--- src/rtl/core/tcbi_pkg.sv ---
package tcbi_pkg;

  localparam int MAX_SITES = 4096;
  localparam int SITE_W    = 12;
  localparam int CNT_W     = 13;
  localparam int NUM_CTX   = 8;
  localparam int CTX_W     = 3;

  // operation codes
  localparam logic [2:0] OP_LOAD     = 3'd0;
  localparam logic [2:0] OP_BUILD    = 3'd1;
  localparam logic [2:0] OP_MUT_POS  = 3'd2;
  localparam logic [2:0] OP_MUT_RANK = 3'd3;
  localparam logic [2:0] OP_COUNT    = 3'd4;
  localparam logic [2:0] OP_READ     = 3'd5;

  // result status codes
  localparam logic [1:0] ST_OK        = 2'd0;
  localparam logic [1:0] ST_BAD_POS   = 2'd1;
  localparam logic [1:0] ST_BAD_CTX   = 2'd2;
  localparam logic [1:0] ST_NOT_BUILT = 2'd3;

  // site-to-slot read address select
  typedef enum logic [1:0] {
    TSEL_SITE   = 2'd0,
    TSEL_SITEP1 = 2'd1,
    TSEL_TARGET = 2'd2,
    TSEL_SWAP   = 2'd3
  } tsel_t;

  typedef struct packed {
    logic        accept;
    logic        lb_wr;
    logic        b_start;
    logic        b_run;
    logic        s_rank;
    tsel_t       tsel;
    logic [1:0]  mv;
    logic        site_rank;
    logic        mpos_we;
    logic        ctx_cap_cl;
    logic        ctx_cap_r;
    logic        loc_cap;
    logic        sw_b;
    logic        sw_c;
    logic        sw_d;
    logic        res_clr;
    logic        res_status_we;
    logic [1:0]  res_status;
    logic        res_cnt_we;
    logic        res_bit_edge_we;
    logic        res_bit_ctx_we;
    logic        out_load;
  } cmd_t;

  typedef struct packed {
    logic built;
    logic ld_bad;
    logic mut_bad;
    logic rank_bad;
    logic rd_edge;
    logic b_done;
    logic sw_last;
    logic left_in;
    logic right_in;
  } sts_t;

endpackage

--- src/rtl/core/tcbi_ctrl.sv ---
module tcbi_ctrl (
  input  logic             clk,
  input  logic             rst_n,
  input  logic             in_valid,
  output logic             in_stall,
  input  logic [2:0]       in_op,
  output logic             out_valid,
  input  logic             out_stall,
  input  tcbi_pkg::sts_t   sts,
  output tcbi_pkg::cmd_t   cmd
);

  typedef enum logic [14:0] {
    S_IDLE   = 15'b000000000000001,
    S_DEC    = 15'b000000000000010,
    S_BLD    = 15'b000000000000100,
    S_RK     = 15'b000000000001000,
    S_RB     = 15'b000000000010000,
    S_CT0    = 15'b000000000100000,
    S_CT1    = 15'b000000001000000,
    S_CT2    = 15'b000000010000000,
    S_MV_LOC = 15'b000000100000000,
    S_MV_CAP = 15'b000001000000000,
    S_SW_A   = 15'b000010000000000,
    S_SW_B   = 15'b000100000000000,
    S_SW_C   = 15'b001000000000000,
    S_SW_D   = 15'b010000000000000,
    S_FIN    = 15'b100000000000000
  } state_t;

  state_t      state_r, state_nxt;
  logic [2:0]  op_r;
  logic [1:0]  mv_r, mv_nxt;
  logic        out_valid_r, out_valid_nxt;

  assign in_stall  = (state_r != S_IDLE);
  assign out_valid = out_valid_r;

  always_comb begin
    state_nxt     = state_r;
    mv_nxt        = mv_r;
    out_valid_nxt = out_valid_r && out_stall;
    cmd           = '0;
    cmd.tsel      = tcbi_pkg::TSEL_SITE;
    cmd.mv        = mv_r;
    case (state_r)
      S_IDLE: begin
        if (in_valid) begin
          cmd.accept = 1'b1;
          state_nxt  = S_DEC;
        end
      end
      S_DEC: begin
        cmd.res_clr = 1'b1;
        state_nxt   = S_FIN;
        case (op_r)
          tcbi_pkg::OP_LOAD: begin
            if (sts.ld_bad) begin
              cmd.res_status_we = 1'b1;
              cmd.res_status    = tcbi_pkg::ST_BAD_POS;
            end else begin
              cmd.lb_wr = 1'b1;
            end
          end
          tcbi_pkg::OP_BUILD: begin
            cmd.b_start = 1'b1;
            state_nxt   = S_BLD;
          end
          tcbi_pkg::OP_MUT_POS, tcbi_pkg::OP_MUT_RANK,
          tcbi_pkg::OP_COUNT, tcbi_pkg::OP_READ: begin
            cmd.res_status_we = 1'b1;
            if (!sts.built) begin
              cmd.res_status = tcbi_pkg::ST_NOT_BUILT;
            end else if (op_r == tcbi_pkg::OP_MUT_POS) begin
              if (sts.mut_bad) cmd.res_status = tcbi_pkg::ST_BAD_POS;
              else state_nxt = S_CT0;
            end else if (op_r == tcbi_pkg::OP_MUT_RANK) begin
              if (sts.rank_bad) begin
                cmd.res_status = tcbi_pkg::ST_BAD_CTX;
              end else begin
                cmd.s_rank = 1'b1;
                state_nxt  = S_RK;
              end
            end else if (op_r == tcbi_pkg::OP_COUNT) begin
              cmd.res_cnt_we = 1'b1;
            end else begin
              if (sts.ld_bad) cmd.res_status = tcbi_pkg::ST_BAD_POS;
              else if (sts.rd_edge) cmd.res_bit_edge_we = 1'b1;
              else state_nxt = S_RB;
            end
          end
          default: ;
        endcase
      end
      S_BLD: begin
        cmd.b_run = 1'b1;
        if (sts.b_done) state_nxt = S_FIN;
      end
      S_RK: begin
        cmd.site_rank = 1'b1;
        state_nxt     = S_CT0;
      end
      S_RB: begin
        cmd.res_bit_ctx_we = 1'b1;
        state_nxt          = S_FIN;
      end
      S_CT0: begin
        cmd.mpos_we = 1'b1;
        state_nxt   = S_CT1;
      end
      S_CT1: begin
        cmd.ctx_cap_cl = 1'b1;
        cmd.tsel       = tcbi_pkg::TSEL_SITEP1;
        state_nxt      = S_CT2;
      end
      S_CT2: begin
        cmd.ctx_cap_r = 1'b1;
        mv_nxt        = 2'd0;
        state_nxt     = S_MV_LOC;
      end
      S_MV_LOC: begin
        cmd.tsel  = tcbi_pkg::TSEL_TARGET;
        state_nxt = S_MV_CAP;
      end
      S_MV_CAP: begin
        cmd.loc_cap = 1'b1;
        state_nxt   = S_SW_A;
      end
      S_SW_A: state_nxt = S_SW_B;
      S_SW_B: begin
        cmd.sw_b  = 1'b1;
        cmd.tsel  = tcbi_pkg::TSEL_SWAP;
        state_nxt = S_SW_C;
      end
      S_SW_C: begin
        cmd.sw_c  = 1'b1;
        state_nxt = S_SW_D;
      end
      S_SW_D: begin
        cmd.sw_d = 1'b1;
        if (!sts.sw_last) begin
          state_nxt = S_SW_A;
        end else if (mv_r == 2'd0 && sts.left_in) begin
          mv_nxt    = 2'd1;
          state_nxt = S_MV_LOC;
        end else if (mv_r != 2'd2 && sts.right_in) begin
          mv_nxt    = 2'd2;
          state_nxt = S_MV_LOC;
        end else begin
          state_nxt = S_FIN;
        end
      end
      S_FIN: begin
        if (!out_valid_r || !out_stall) begin
          cmd.out_load  = 1'b1;
          out_valid_nxt = 1'b1;
          state_nxt     = S_IDLE;
        end
      end
      default: state_nxt = S_IDLE;
    endcase
  end

  always_ff @(posedge clk) begin
    if (!rst_n) begin
      state_r     <= S_IDLE;
      mv_r        <= 2'd0;
      out_valid_r <= 1'b0;
    end else begin
      state_r     <= state_nxt;
      mv_r        <= mv_nxt;
      out_valid_r <= out_valid_nxt;
    end
  end

  always_ff @(posedge clk) begin
    if (cmd.accept) op_r <= in_op;
  end

`ifndef ASSERT_OFF
  a_rise_from_fin: assert property (@(posedge clk) disable iff (!rst_n)
    $rose(out_valid_r) |-> $past(state_r == S_FIN))
    else $error("result valid rose outside finish");

  a_accept_dec: assert property (@(posedge clk) disable iff (!rst_n)
    (in_valid && !in_stall) |=> (state_r == S_DEC))
    else $error("accepted transfer not decoded");

  a_swap_seq: assert property (@(posedge clk) disable iff (!rst_n)
    (state_r == S_SW_A) |=> (state_r == S_SW_B) ##1 (state_r == S_SW_C)
      ##1 (state_r == S_SW_D))
    else $error("swap sequence broken");

  a_no_overwrite: assert property (@(posedge clk) disable iff (!rst_n)
    (out_valid_r && out_stall) |-> !cmd.out_load)
    else $error("stalled result overwritten");
`endif

endmodule

--- config.mk ---
export PLATFORM = sky130hd
export DESIGN_NAME = tcbi_ctrl
export DESIGN_NICKNAME = d
export VERILOG_FILES = /design/src/rtl/core/tcbi_pkg.sv /design/src/rtl/core/tcbi_ctrl.sv
export SDC_FILE = /design/constraint.sdc
export NUM_CORES = 1
export LEC_CHECK = 0
export BUFFER_PORTS_ARGS = -buffer_cell sky130_fd_sc_hd__buf_2
export CAP_MARGIN = 20
export CELL_PAD_IN_SITES_DETAIL_PLACEMENT = 1
export CELL_PAD_IN_SITES_GLOBAL_PLACEMENT = 1
export CORE_AREA = 4 4 50 86
export CTS_CLUSTER_DIAMETER = 200
export CTS_CLUSTER_SIZE = 25
export DETAILED_ROUTE_END_ITERATION = 8
export DIE_AREA = 0 0 54 90
export GPL_ROUTABILITY_DRIVEN = 0
export GPL_TIMING_DRIVEN = 0
export PLACE_DENSITY = 0.93
export SLEW_MARGIN = 20
export SYNTH_ARGS = -nofsm -noshare
export SYNTH_HDL_FRONTEND = slang
export SYNTH_SLANG_ARGS = --single-unit
--- constraint.sdc ---
create_clock -name clk -period 6.45 [get_ports clk]
set_clock_uncertainty 0.15 [all_clocks]
set_input_delay 1.935 -clock clk [delete_from_list [all_inputs] [get_ports clk]]
set_output_delay 1.935 -clock clk [all_outputs]
set_load 0.1 [all_outputs]
# ---- Word-level counts from Yosys, hierarchy flattened
# Cells that the tools add are included.
dict set report word_totals {
  ff_bits 21
  input_bits 16
  wordCells 108
}
dict set report classes {
  eq_ne 27
  mux 65
  reduce_logical 12
}
# op count
set ops {}
lappend ops {{$pmux 15 s15} 1}
lappend ops {{$mux 15} 14}
lappend ops {{$mux 1} 32}
lappend ops {{$pmux 15 s2} 1}
lappend ops {{$mux 2} 12}
lappend ops {{$eq 15x1->1 const B} 1}
lappend ops {{$eq 15x10->1 const B} 1}
lappend ops {{$eq 15x11->1 const B} 1}
lappend ops {{$eq 15x12->1 const B} 1}
lappend ops {{$eq 15x13->1 const B} 1}
lappend ops {{$eq 15x14->1 const B} 1}
lappend ops {{$eq 15x15->1 const B} 1}
lappend ops {{$eq 15x2->1 const B} 1}
lappend ops {{$eq 15x3->1 const B} 1}
lappend ops {{$eq 15x4->1 const B} 1}
lappend ops {{$eq 15x5->1 const B} 1}
lappend ops {{$eq 15x6->1 const B} 1}
lappend ops {{$eq 15x7->1 const B} 1}
lappend ops {{$eq 15x8->1 const B} 1}
lappend ops {{$eq 15x9->1 const B} 1}
lappend ops {{$ne 15x1->1 const B} 1}
lappend ops {{$ne 2x2->1 const B} 5}
lappend ops {{$eq 3x2->1 const B} 2}
lappend ops {{$eq 3x3->1 const B} 2}
lappend ops {{other kinds (15)} 19}

# ---- Depth between registers and ports, before layout
dict set report depth {
  word_depth 8
  mapped_depth 6
}

# ---- Worst setup path after synthesis
# No wires, ideal clock.
dict set report synth_path {
  kind {input port to output port}
  start {in sts[7] (netlist name)}
  end {out cmd[23] (netlist name)}
  arrival_time_ns 5.024
  slack_ns -0.659
  path_stages 1
  path_buffers 0
  cell_sequence {nor4b_1}
}
dict set report synth_between {
  elab_chain_cells 3
}
# element line
set synth_lines {}
lappend synth_lines {{start, declared} tcbi_ctrl.sv:9} ;# input tcbi_pkg::sts_t sts,
lappend synth_lines {{$mux 1} tcbi_ctrl.sv:58} ;# if (sts.ld_bad) begin
lappend synth_lines {{$mux 1} tcbi_ctrl.sv:56} ;# case (op_r)
lappend synth_lines {{$mux 2} tcbi_ctrl.sv:46} ;# case (state_r)
lappend synth_lines {{end, declared} tcbi_ctrl.sv:10} ;# output tcbi_pkg::cmd_t cmd
# Every way passes these cells.

==> flow_summary.yaml <==
floorplanning:
  die_x_um: 54
  chipHeight_um: 90
  initial_core_util_pct: 39.2
  pin_count: 43
  std_cell_rows: 29
  design.core.area_um2: 3590
  die_area_um2: 4860
cells_and_area:
  syn_to_final_growth_pct: 22.7
  drive_gt1_share_pct: 28.0
  antennaDiodeCount: 0
  final_area_um2: 1730
  fin_util_pct: 48.0
  nets: 231
  fill_cells: 463
critical_path:
  crit_path_end_kind: "output pin"
  critPathLaunchType: "input port"
  r2r-end: "state_r[0]"
  cp_max_fo: 4
  rr_startpoint: "state_r[4]"
  endpoint: "cmd[4]"
  worst-setup-path-type: "input port to output pin"
  arrival_ns: 3.18
  reg2reg_setup_slack_ns: 4.15
  cp.required_ns: 4.37
  rr_worst_depth: 5
  crit_path_start: "sts[7]"
yosys:
  ys_types: 50
  ys_ff_latch: 21
  yosysWarningCount: 0
  ys.flop_type: "dfxtp_1"
  yosysTopAreaCellShare_pct: 25.6
  synth_nets: 184
  synth_largest_area_cell: "dfxtp_1"
  synth_most_common_cell: "nor2_1"
  synthArstFlopShare_pct: 0
  syn_area_um2: 1410
  seq_area_frac_synth_pct: 32.0
  synth.avg_cell_area_um2: 8.37
  synthCells: 168
  synth_edf_count: 3
  ys_top_cells_by_count: "22 x nor2_1, 18 x dfxtp_1, 13 x nand2_1, 11 x nor2b_1, 10 x inv_1"
  synthTopCellsByArea: "dfxtp_1 26%, edfxtp_1 6.4%, nor2_1 5.9%"
clock_tree:
  holdBufCountCts: 0
  clk_pin_slew_ns: 0.08
  ctsResizeCount: 0
  post_cts_buffers: 0
  cts_max_path_buffers: 2
  cts_tree: "done"
  cts-root-buf: "clkbuf_8"
  clkLatencyLatePin_ns: 0.26
  h-tree-depth: 1
  cts_buffers: 3
  clock-sinks: 21
global_routing:
  grt_overflow: 0
  grt_pass1_vias: 1447
  groute.usage.overall_pct: 17.7
  antenna_found_initial: 0
  grt_pass1_wl_um: 6710
  grt_start_max_net_pins: 12
sta:
  holdWs_ns: 0.382
  hold_violations: 0
  worst_slack_ns: 1.19
  worst_slew_pin_slew_ns: 0.672
  maxSlewHeadroom_pct: 54.8
  setup_violations: 0
  finalCritPeriodShare_pct: 81.6
  max_freq_mhz: 190
  rsz0062_at_grt: "no"
  slew_violations: 0
  fin_crit_ns: 5.26
  timing.setup.tns_ns: 0
drt:
  finalWirelength_um: 4160
  vias: 1426
  post-route-drc-count: 0
  wl_per_cell_um: 16.0
  postRouteAntennaNets: 0
  drt_iter0_markers: 19
  via_per_inst: 5.48
  first_pass_iters: 4
power:
  p_leak_nw: 0.795
  p_sw_share_pct: 42.4
  switching_power_uw: 172
  clockPowerShare_pct: 21.2
  pwr_density_cell_nw_per_um2: 235
  p_comb_share_pct: 41.8
  ir_worst_vdd_uv: 118
  intPower_uw: 233
  seqPwrFrac_pct: 37.0
place:
  placed_cell_area_um2: 1680
  hpwl_um: 3310
  io_buffers: 42
  place_ws_ns: 1.17
min_path:
  hold_path.class: "flip-flop to flip-flop"
run_status:
  outcome: "completed"
run:
  cap_violations: 0
power groups by stage:
stage	logic, mW	registers, mW	clock network [mW]
after floorplan	0.135	0.151	0
after global placement	0.165	0.152	0
after detailed placement	0.168	0.153	0
after CTS	0.169	0.150	0.0883
after global routing	0.181	0.151	0.0905
final	0.169	0.150	0.0858
final cells by class:
cell class / count / area [um2] / share of cell area [%]
Buffer: 4 / 16.3 / 0.943
Inverter: 11 / 41.3 / 2.39
Tap cell: 46 / 57.6 / 3.34
Clock buffer: 4 / 45.0 / 2.61
Multi-Input combinational cell: 132 / 905 / 52.4
Timing Repair Buffer: 42 / 210 / 12.2
Sequential cell: 21 / 450 / 26.1
state kept, by name, indices dropped and copies added (netlist names):
register	flops
mv_r	2
op_r	3
state_r	15
out_valid	1
layer usage:
layer	global-route usage (%)	wire, um	vias up	share of wire [%]
li1	-	-	705	-
met1	19.0	1630	678	39
met2	33.4	2300	35	55
met3	1.32	143	8	3.4
met4	6.44	89	0	2.1
met5	0	0	-	0
critical path: stages:
cell and delay [ns]:
buf_2 0.12, nor2b_1 0.19, nor2_1 0.06, a311oi_1 0.28, a21oi_1 0.06, nor2_1 0.09
buf_2 0.43
kinds of logic (layout without fill, tap and decap cells):
kind of cell              Yosys count  in the layout  synth area share [%]
AOI/OAI and AO/OA                  31             31                  15.7
xor gates and xnor gates            2              2                  1.25
buffers and inverters              15             61                  4.09
DFF                                21             21                  32.0
and+or+nand+nor                    99             99                  46.9
placed cells by master (no fill, tap or decap), drive strengths merged, types with 2 or more instances in the layout:
| cell type | instances |
|---|---|
| clkbuf | 7 |
| inv | 11 |
| or4 | 2 |
| nor3 | 6 |
| o21ai | 4 |
| nand2 | 13 |
| nor2 | 22 |
| nor2b | 11 |
| o21a | 3 |
| nor4 | 5 |
| nor4b | 7 |
| edfxtp | 3 |
| a21oi | 7 |
| dfxtp | 18 |
| nand3 | 3 |
| and3 | 3 |
| o22ai | 2 |
| and2 | 5 |
| nand2b | 5 |
| buf | 43 |
| nand4 | 7 |
| nor3b | 5 |
| a32o | 2 |
metrics by stage:
step | power (mW) | std cells
2_1_floorplan | 0.286 | 168
3_3_place_gp | 0.317 | 256
3_5_place_dp | 0.321 | 256
4_1_cts | 0.407 | 260
5_1_grt | 0.423 | 260
6_report | 0.405 | 260
worst min path at each step:
stage,startpoint,end,cells past startpoint
after floorplan,state_r[10],state_r[11],2
after global placement,mv_r[1],mv_r[1],2
after detailed placement,mv_r[1],mv_r[1],2
after CTS,mv_r[1],mv_r[1],2
after global routing,state_r[10],state_r[11],2
final,mv_r[1],mv_r[1],2
(Power assumes the default switching activity.)
